`config.mk`:
```
export PLATFORM = sky130hd
export DESIGN_NAME = rtp_stream_demultiplexer
export DESIGN_NICKNAME = d
export VERILOG_FILES = /design/src/rtl/core/rsd_pkg.sv /design/src/rtl/core/rsd_slot_table.sv /design/src/rtl/core/rtp_stream_demultiplexer.sv
export SDC_FILE = /design/constraint.sdc
export NUM_CORES = 1
export LEC_CHECK = 0
export ABC_CLOCK_PERIOD_IN_PS = 25600
export CAP_MARGIN = 20
export CORE_ASPECT_RATIO = 2
export CORE_UTILIZATION = 60
export DETAILED_ROUTE_END_ITERATION = 8
export DONT_BUFFER_PORTS = 1
export MAX_ROUTING_LAYER = met4
export PLACE_DENSITY = 0.75
export SYNTH_ARGS = -nofsm -noshare
export SYNTH_HDL_FRONTEND = slang
export SYNTH_SLANG_ARGS = --single-unit
```
`constraint.sdc`:
```
create_clock -name clk_i -period 25.6 [get_ports clk_i]
set_clock_uncertainty 0.15 [all_clocks]
set_input_delay 1.28 -clock clk_i [delete_from_list [all_inputs] [get_ports clk_i]]
set_output_delay 1.28 -clock clk_i [all_outputs]
set_load 0.005 [all_outputs]
```
`src/rtl/core/rsd_pkg.sv`:
```
package rsd_pkg;

  localparam int unsigned STREAM_SLOTS = 8;
  localparam int unsigned SLOT_W       = $clog2(STREAM_SLOTS);

  localparam int unsigned KIND_W       = 3;
  localparam int unsigned SSRC_W       = 32;
  localparam int unsigned PT_W         = 7;
  localparam int unsigned SLOT_FIELD_W = 3;
  localparam int unsigned MASK_W       = 64;
  localparam int unsigned TGT_W        = 3;

  localparam int unsigned IN_BITS    = SSRC_W + PT_W + SLOT_FIELD_W + 2 * MASK_W + 1;
  localparam int unsigned IN_DATA_W  = ((IN_BITS + 7) / 8) * 8;
  localparam int unsigned OUT_BITS   = 1 + TGT_W + 1 + 1;
  localparam int unsigned OUT_DATA_W = ((OUT_BITS + 7) / 8) * 8;

  localparam logic [KIND_W-1:0] KIND_RTP     = 3'd0;
  localparam logic [KIND_W-1:0] KIND_RTCP    = 3'd1;
  localparam logic [KIND_W-1:0] KIND_UNKNOWN = 3'd2;
  localparam logic [KIND_W-1:0] KIND_ADD     = 3'd3;
  localparam logic [KIND_W-1:0] KIND_REMOVE  = 3'd4;

  typedef enum logic [1:0] {
    ST_IDLE,
    ST_EXEC,
    ST_SCAN,
    ST_RESP
  } rsd_state_e;

  typedef struct packed {
    logic              full;
    logic              learn;
    logic [SLOT_W-1:0] idx;
    logic              valid;
    logic [SSRC_W-1:0] ssrc;
    logic [MASK_W-1:0] mlo;
    logic [MASK_W-1:0] mhi;
    logic              raw;
  } rsd_wr_t;

  typedef struct packed {
    logic              valid;
    logic [SSRC_W-1:0] ssrc;
    logic [MASK_W-1:0] mlo;
    logic [MASK_W-1:0] mhi;
  } rsd_entry_t;

endpackage

```
`src/rtl/core/rsd_slot_table.sv`:
```
module rsd_slot_table import rsd_pkg::*; (
  input  logic                    clk_i,
  input  logic                    rst_ni,
  input  rsd_wr_t                 wr_i,
  input  logic [SLOT_W-1:0]       rd_idx_i,
  output rsd_entry_t              rd_o,
  output logic [STREAM_SLOTS-1:0] valid_o,
  output logic [STREAM_SLOTS-1:0] raw_o,
  output logic [SLOT_W-1:0]       first_o
);

  logic [STREAM_SLOTS-1:0] valid_q;
  logic [STREAM_SLOTS-1:0] raw_q;
  logic [SSRC_W-1:0]       ssrc_q [STREAM_SLOTS];
  logic [MASK_W-1:0]       mlo_q  [STREAM_SLOTS];
  logic [MASK_W-1:0]       mhi_q  [STREAM_SLOTS];

  always_ff @(posedge clk_i or negedge rst_ni) begin
    if (!rst_ni) begin
      valid_q <= '0;
    end else if (wr_i.full) begin
      valid_q[wr_i.idx] <= wr_i.valid;
    end
  end

  // Contents of a slot only matter while it is valid, so they need no reset.
  always_ff @(posedge clk_i) begin
    if (wr_i.full) begin
      ssrc_q[wr_i.idx] <= wr_i.ssrc;
      mlo_q[wr_i.idx]  <= wr_i.mlo;
      mhi_q[wr_i.idx]  <= wr_i.mhi;
      raw_q[wr_i.idx]  <= wr_i.raw;
    end else if (wr_i.learn) begin
      ssrc_q[wr_i.idx] <= wr_i.ssrc;
    end
  end

  always_comb begin
    first_o = '0;
    for (int i = STREAM_SLOTS - 1; i >= 0; i--) begin
      if (valid_q[i]) begin
        first_o = SLOT_W'(i);
      end
    end
  end

  assign rd_o.valid = valid_q[rd_idx_i];
  assign rd_o.ssrc  = ssrc_q[rd_idx_i];
  assign rd_o.mlo   = mlo_q[rd_idx_i];
  assign rd_o.mhi   = mhi_q[rd_idx_i];
  assign valid_o    = valid_q;
  assign raw_o      = raw_q;

endmodule

```
`src/rtl/core/rtp_stream_demultiplexer.sv`:
```
// Flow: an accepted add, remove or header passes ST_EXEC and then ST_RESP, which registers the
// result; a header that needs a table scan passes ST_SCAN between them, visiting the slots in
// order until one matches or the last is reached. A new transaction is taken only in ST_IDLE,
// once the last result is registered, and a stalled output holds ST_RESP. The scan uses the
// single SSRC compare and payload mask test that it shares across all slots.
// Reset is asynchronous and active low; it empties every slot and clears the raw-relay flag.
module rtp_stream_demultiplexer import rsd_pkg::*; (
  input  logic                  clk_i,
  input  logic                  rst_ni,
  input  logic                  s_axis_tvalid_i,
  output logic                  s_axis_tready_o,
  // ssrc[31:0], payload_type[38:32], slot[41:39], offered_low[105:42],
  // offered_high[169:106], relay_raw[170], zero fill above.
  input  logic [IN_DATA_W-1:0]  s_axis_tdata_i,
  // kind[2:0]
  input  logic [KIND_W-1:0]     s_axis_tuser_i,
  output logic                  m_axis_tvalid_o,
  input  logic                  m_axis_tready_i,
  // delivered[0], target_slot[3:1], ssrc_learned[4], raw_relay_on[5], zero fill above.
  output logic [OUT_DATA_W-1:0] m_axis_tdata_o
);

  rsd_state_e state_q, state_d;

  logic [SLOT_W-1:0]       idx_q, idx_d;
  logic [KIND_W-1:0]       kind_q;
  logic [SSRC_W-1:0]       ssrc_q;
  logic [PT_W-1:0]         pt_q;
  logic [SLOT_FIELD_W-1:0] slot_q;
  logic [MASK_W-1:0]       mlo_q;
  logic [MASK_W-1:0]       mhi_q;
  logic                    raw_q;
  logic                    sticky_q, sticky_d;
  logic                    del_q, del_d;
  logic [SLOT_W-1:0]       tgt_q, tgt_d;
  logic                    learn_q, learn_d;
  logic                    m_valid_q, m_valid_d;
  logic [OUT_DATA_W-1:0]   m_data_q, m_data_d;

  rsd_wr_t                 wr;
  rsd_entry_t              ent;
  logic [STREAM_SLOTS-1:0] valid_vec;
  logic [STREAM_SLOTS-1:0] raw_vec;
  logic [SLOT_W-1:0]       first_idx;
  logic                    none_valid;
  logic                    one_valid;
  logic                    slot_in_range;
  logic                    ssrc_hit;
  logic                    pt_hit;
  logic                    s_accept;

  rsd_slot_table u_table (
    .clk_i    (clk_i),
    .rst_ni   (rst_ni),
    .wr_i     (wr),
    .rd_idx_i (idx_q),
    .rd_o     (ent),
    .valid_o  (valid_vec),
    .raw_o    (raw_vec),
    .first_o  (first_idx)
  );

  assign s_accept      = s_axis_tvalid_i && s_axis_tready_o;
  assign none_valid    = (valid_vec == '0);
  assign one_valid     = !none_valid && ((valid_vec & (valid_vec - 1'b1)) == '0);
  assign slot_in_range = int'(slot_q) < STREAM_SLOTS;
  assign ssrc_hit      = (ent.ssrc != '0) && (ent.ssrc == ssrc_q);
  assign pt_hit        = pt_q[PT_W-1] ? ent.mhi[pt_q[PT_W-2:0]] : ent.mlo[pt_q[PT_W-2:0]];

  always_ff @(posedge clk_i or negedge rst_ni) begin
    if (!rst_ni) begin
      state_q   <= ST_IDLE;
      idx_q     <= '0;
      sticky_q  <= 1'b0;
      del_q     <= 1'b0;
      tgt_q     <= '0;
      learn_q   <= 1'b0;
      m_valid_q <= 1'b0;
    end else begin
      state_q   <= state_d;
      idx_q     <= idx_d;
      sticky_q  <= sticky_d;
      del_q     <= del_d;
      tgt_q     <= tgt_d;
      learn_q   <= learn_d;
      m_valid_q <= m_valid_d;
    end
  end

  always_ff @(posedge clk_i) begin
    if (s_accept) begin
      kind_q <= s_axis_tuser_i;
      ssrc_q <= s_axis_tdata_i[31:0];
      pt_q   <= s_axis_tdata_i[38:32];
      slot_q <= s_axis_tdata_i[41:39];
      mlo_q  <= s_axis_tdata_i[105:42];
      mhi_q  <= s_axis_tdata_i[169:106];
      raw_q  <= s_axis_tdata_i[170];
    end
    m_data_q <= m_data_d;
  end

  always_comb begin
    state_d   = state_q;
    idx_d     = idx_q;
    sticky_d  = sticky_q;
    del_d     = del_q;
    tgt_d     = tgt_q;
    learn_d   = learn_q;
    m_valid_d = m_valid_q;
    m_data_d  = m_data_q;
    wr        = '0;
    wr.idx    = SLOT_W'(slot_q);
    wr.ssrc   = ssrc_q;

    s_axis_tready_o = (state_q == ST_IDLE);

    if (m_valid_q && m_axis_tready_i) begin
      m_valid_d = 1'b0;
    end

    case (state_q)
      ST_IDLE: begin
        if (s_accept) begin
          state_d = ST_EXEC;
        end
      end
      ST_EXEC: begin
        del_d   = 1'b0;
        tgt_d   = '0;
        learn_d = 1'b0;
        idx_d   = '0;
        state_d = ST_RESP;
        if (kind_q == KIND_ADD || kind_q == KIND_REMOVE) begin
          if (slot_in_range) begin
            wr.full = 1'b1;
            if (kind_q == KIND_ADD) begin
              wr.valid = 1'b1;
              wr.mlo   = mlo_q;
              wr.mhi   = mhi_q;
              wr.raw   = raw_q;
              if (raw_q) begin
                sticky_d = 1'b1;
              end
            end else begin
              wr.ssrc = '0;
            end
          end
        end else if (kind_q == KIND_RTP || kind_q == KIND_RTCP ||
                     kind_q == KIND_UNKNOWN) begin
          if (one_valid) begin
            if (kind_q == KIND_UNKNOWN) begin
              del_d = |(raw_vec & valid_vec);
              tgt_d = (|(raw_vec & valid_vec)) ? first_idx : '0;
            end else begin
              del_d = 1'b1;
              tgt_d = first_idx;
            end
          end else if (!none_valid && kind_q != KIND_UNKNOWN) begin
            state_d = ST_SCAN;
          end
        end
      end
      ST_SCAN: begin
        if (ent.valid && ssrc_hit) begin
          del_d   = 1'b1;
          tgt_d   = idx_q;
          state_d = ST_RESP;
        end else if (ent.valid && kind_q == KIND_RTP && ent.ssrc == '0 && pt_hit) begin
          wr.learn = 1'b1;
          wr.idx   = idx_q;
          del_d    = 1'b1;
          learn_d  = 1'b1;
          tgt_d    = idx_q;
          state_d  = ST_RESP;
        end else if (idx_q == SLOT_W'(STREAM_SLOTS - 1)) begin
          state_d = ST_RESP;
        end else begin
          idx_d = idx_q + 1'b1;
        end
      end
      ST_RESP: begin
        if (!m_valid_q || m_axis_tready_i) begin
          m_valid_d = 1'b1;
          m_data_d  = '0;
          m_data_d[0]   = del_q;
          m_data_d[3:1] = TGT_W'(tgt_q);
          m_data_d[4]   = learn_q;
          m_data_d[5]   = sticky_q;
          state_d   = ST_IDLE;
        end
      end
      default: begin
        state_d = ST_IDLE;
      end
    endcase
  end

  assign m_axis_tvalid_o = m_valid_q;
  assign m_axis_tdata_o  = m_data_q;

endmodule

```
==> impl_summary.md <==
Outcome
The run finished with clean final reports.

Pwr
In this run the power density over the cells is 93.0 nW/um2. Summed over all cells, the static leakage comes to 18.7 nW. The worst vdd rail ir drop is 0.0922 mV.

Die
The placement row count is 162. The die is 445 um tall. In this run the count of I/O pins placed on the die edge is 193. The standard cell core area is 97300 um2. The area of the die is 99400 um2. The initial core utilization is 0.604. The x dimension of the die is 223 um.

Synthesis
Dividing the synthesized area by the synthesized cell count gives 19.0 um2. The gate count after technology mapping is 3099. The synthesized design contains 1488 register bits. The cell type with the largest total area after synthesis is edfxtp_1.

The area share of the largest cell type after synthesis is 0.750. Yosys printed 0 warnings. Yosys mapped a number of flops with a built-in enable equal to 1468. The unique cell type count in the Yosys netlist is 76. For this run, the register share of the synthesized area comes to 0.758.

The prevailing post-synth register cell is edfxtp_1. Ranked by total cell area, the synthesized netlist is headed by edfxtp_1 75%, mux2i_1 7.0%, mux4_2 4.9%. In this run the cell area of the synthesized design comes to 58800 um2. The async set-reset flop share out of synthesis is 0.0134.

Worst setup path
Traced cell by cell, the critical path runs through buf_12, buf_4, buf_4, mux4_2, mux2_2, o22ai_1, a2111oi_1, buf_4, nor3_1, nor3_2, a41o_1, mux2i_1, nor2_4, buf_4, buf_4. Of all nets on the critical path, the largest fanout is 128. The critical path ends at u_table.mlo_q[4][49]. STA classifies the critical path endpoint as a flop. Across all register-to-register paths, the minimum setup slack is 15.91 ns.

The required time at the worst-slack endpoint is 25.80 ns. The worst register-to-register path begins at idx_q[2]. The critical path starts at idx_q[2]. Counting buffers and inverters, the worst setup path is 15 cells deep. The number of buffers and inverters on the critical path is 6. The largest incremental delay on the critical path is 0.96 ns. The nature of the critical path startpoint is a flop.

The most numerous cell type found on the critical path is buf_4. The worst register-to-register path has a depth of 15. The worst register-to-register path ends at u_table.mlo_q[4][49]. In this design, the largest share of critical-path delay is due to buffers and inverters. Data on the critical path arrives at its endpoint at 9.89 ns.

By startpoint and endpoint, the worst setup path is classified as flop to flop. For this design, the slowest cell found on the critical path is buf_4.

STA
The aggregate negative setup slack is 0 ns. The ratio of final minimum period to clock period is 0.379. The final count of hold timing violations is 0. Setup repair after global routing left no endpoint under its margin.

The number of max-slew violations in the final report came to 0. The transition time of the tightest slew-check pin is 1.11 ns. Setup violations remaining at the end of the flow were counted as 0.

For this run, the top clock speed supported by timing is 103 MHz. The relative slew slack is 0.262. The final critical delay including setup and external delays is 9.69 ns.

Finish
After routing the design area is 63700 um2. The count of nets after finishing is 3305. Leaving out fill and tap cells, the most frequent cell in the layout is edfxtp_1.

Once layout is complete, the cells apart from fillers number 4453. The fill cell total of the finished layout is 6286. In the final layout, the share of cells above drive strength 1 is 0.131. The storage element area is 44600 um2. In the layout the commonest cells are 1468 x edfxtp_1, 410 x mux2i_1, 171 x and2_1, 127 x mux4_2, 121 x clkbuf_16. The area growth from synthesis to layout is 8.37%.

The area of combinational cells with multiple inputs is 13200 um2.

Drt
Dividing the detail-routed via count by the number of cells gives 6.55. The total via count in the routed design is 29200. The routed design has 131 mm of wire. The length of the first detailed-routing pass in iterations is 5. The detailed router's first-iteration violation count is 2805. The post-route antenna net violation count is 0.

After detailed routing, the number of remaining DRC violations is 0. After detailed routing, the average wire length per cell comes to 29.5 um.

Global route
The number of global-route vias before repair is 30300. The initial antenna violation count is 5. Global routing finished with a remaining overflow of 0. Across every metal layer, demand over resource in global routing totals 0.275.

Entering global routing, the biggest net connects 130 pins. The first global-routing pass estimated 192 mm of wire.

Clock network
The CTS sink count is 1488. The H-tree was split into 3 levels. The quantity of gates resized following cts is 0.

The worst-skew pair later-pin latency is 0.76 ns. The count of buffers added by post-CTS timing repair for setup is 0. The root cell of the clock tree is clkbuf_16. The clock-pin slew on the worst setup and hold paths is 0.07 ns. Buffers inserted to repair hold after CTS numbered 0. TritonCTS built the clock tree.

Clock tree synthesis inserted a total of 119 buffers. In this run the deepest clock path goes through 3 buffers.

Run
The max-cap check violation count is 0.

Min path
The path class of the tightest hold or removal check is input pin to async pin.

Placement
The half-perimeter wire length after detailed placement is 76.0 mm. The final weighted congestion in routability-driven placement is 0.856. The number of placed instances with taps included is 4225. The placed cell area is 59900 um2. The number of buffer cells added on primary ports is 0.
layout make-up:
| class | instances | share of cell area |
|---|---|---|
| multi-input cells | 1433 | 0.206 |
| clock buffers | 146 | 0.0490 |
| repair buffers | 63 | 0.00872 |
| clock inverters | 74 | 0.0111 |
| diodes | 8 | 0.000314 |
| inverters | 11 | 0.000648 |
| flip-flops and latches | 1488 | 0.700 |
| well taps | 1230 | 0.0241 |
how the worst min path moves through the flow:
stage	startpoint	end	depth (start not counted)
6_report	rst_ni	u_table.valid_o[3]	0
5_1_grt	rst_ni	u_table.valid_o[3]	0
3_5_place_dp	sticky_q	m_axis_tdata_o[5]	0
2_1_floorplan	sticky_q	m_axis_tdata_o[5]	0
4_1_cts	rst_ni	u_table.valid_o[3]	0
3_3_place_gp	sticky_q	m_axis_tdata_o[5]	0
sequential cells by signal, summed over array words and instances, names as in the netlist, 2 cells and up:
register,count
slot_q,3
ssrc_q,32
u_table.raw_o,8
u_table.mhi_q,512
tgt_q,3
pt_q,7
u_table.ssrc_q,256
idx_q,3
kind_q,3
state_q,2
u_table.valid_o,8
mlo_q,64
mhi_q,64
u_table.mlo_q,512
m_axis_tdata_o,6
power by group:
group | leakage, nW | total (mW) | switching [mW] | internal, mW
Clock | 1.85 | 1.81 | 0.830 | 0.979
Sequential | 12.2 | 2.93 | 0.0947 | 2.83
Combinational | 4.64 | 1.19 | 0.732 | 0.461
cell families after synthesis:
family          share of synthesized area
compound gates                     0.0343
other cells                     0.0000638
flops                               0.758
mux                                 0.130
buf+inv                            0.0210
xor+xnor                          0.00491
simple gates                       0.0502
fa+ha+maj                         0.00128
stage by stage:
stage	power, mW	hold slack [ns]	utilization	setup WS [ns]
final	5.93	0.0682	0.655	15.91
after detailed placement	4.17	0.292	0.615	15.93
after CTS	5.96	0.0169	0.655	15.87
after floorplan	3.87	0.267	-	16.07
after global placement	4.14	0.293	0.615	15.94
after global routing	6.11	0.0373	0.655	15.51
synth_stat cells, types with 14 or more instances:
| master | number |
|---|---|
| buf_6 | 29 |
| xnor2_1 | 21 |
| and2_1 | 172 |
| nor2_1 | 78 |
| mux2i_1 | 410 |
| nor4_1 | 17 |
| a22oi_1 | 89 |
| o21ai_0 | 34 |
| mux4_2 | 127 |
| nand3_1 | 70 |
| edfxtp_1 | 1468 |
| dfrtp_1 | 20 |
| nor3_1 | 42 |
| a211oi_1 | 14 |
| nand2_1 | 45 |
| nand4_1 | 25 |
| buf_2 | 32 |
| a21oi_1 | 37 |
| mux4_1 | 18 |
| o22ai_1 | 53 |
| clkbuf_1 | 50 |
| buf_4 | 40 |
| nor2b_1 | 20 |
layer usage:
metal,share of wire,global-route usage,vias to the layer above
met5,0,-,-
met4,0.052,0.140,0
met3,0.062,0.0351,346
met2,0.53,0.475,1279
met1,0.36,0.315,15100
li1,-,-,12500
No activity file was read; power rests on OpenSTA's default activity.
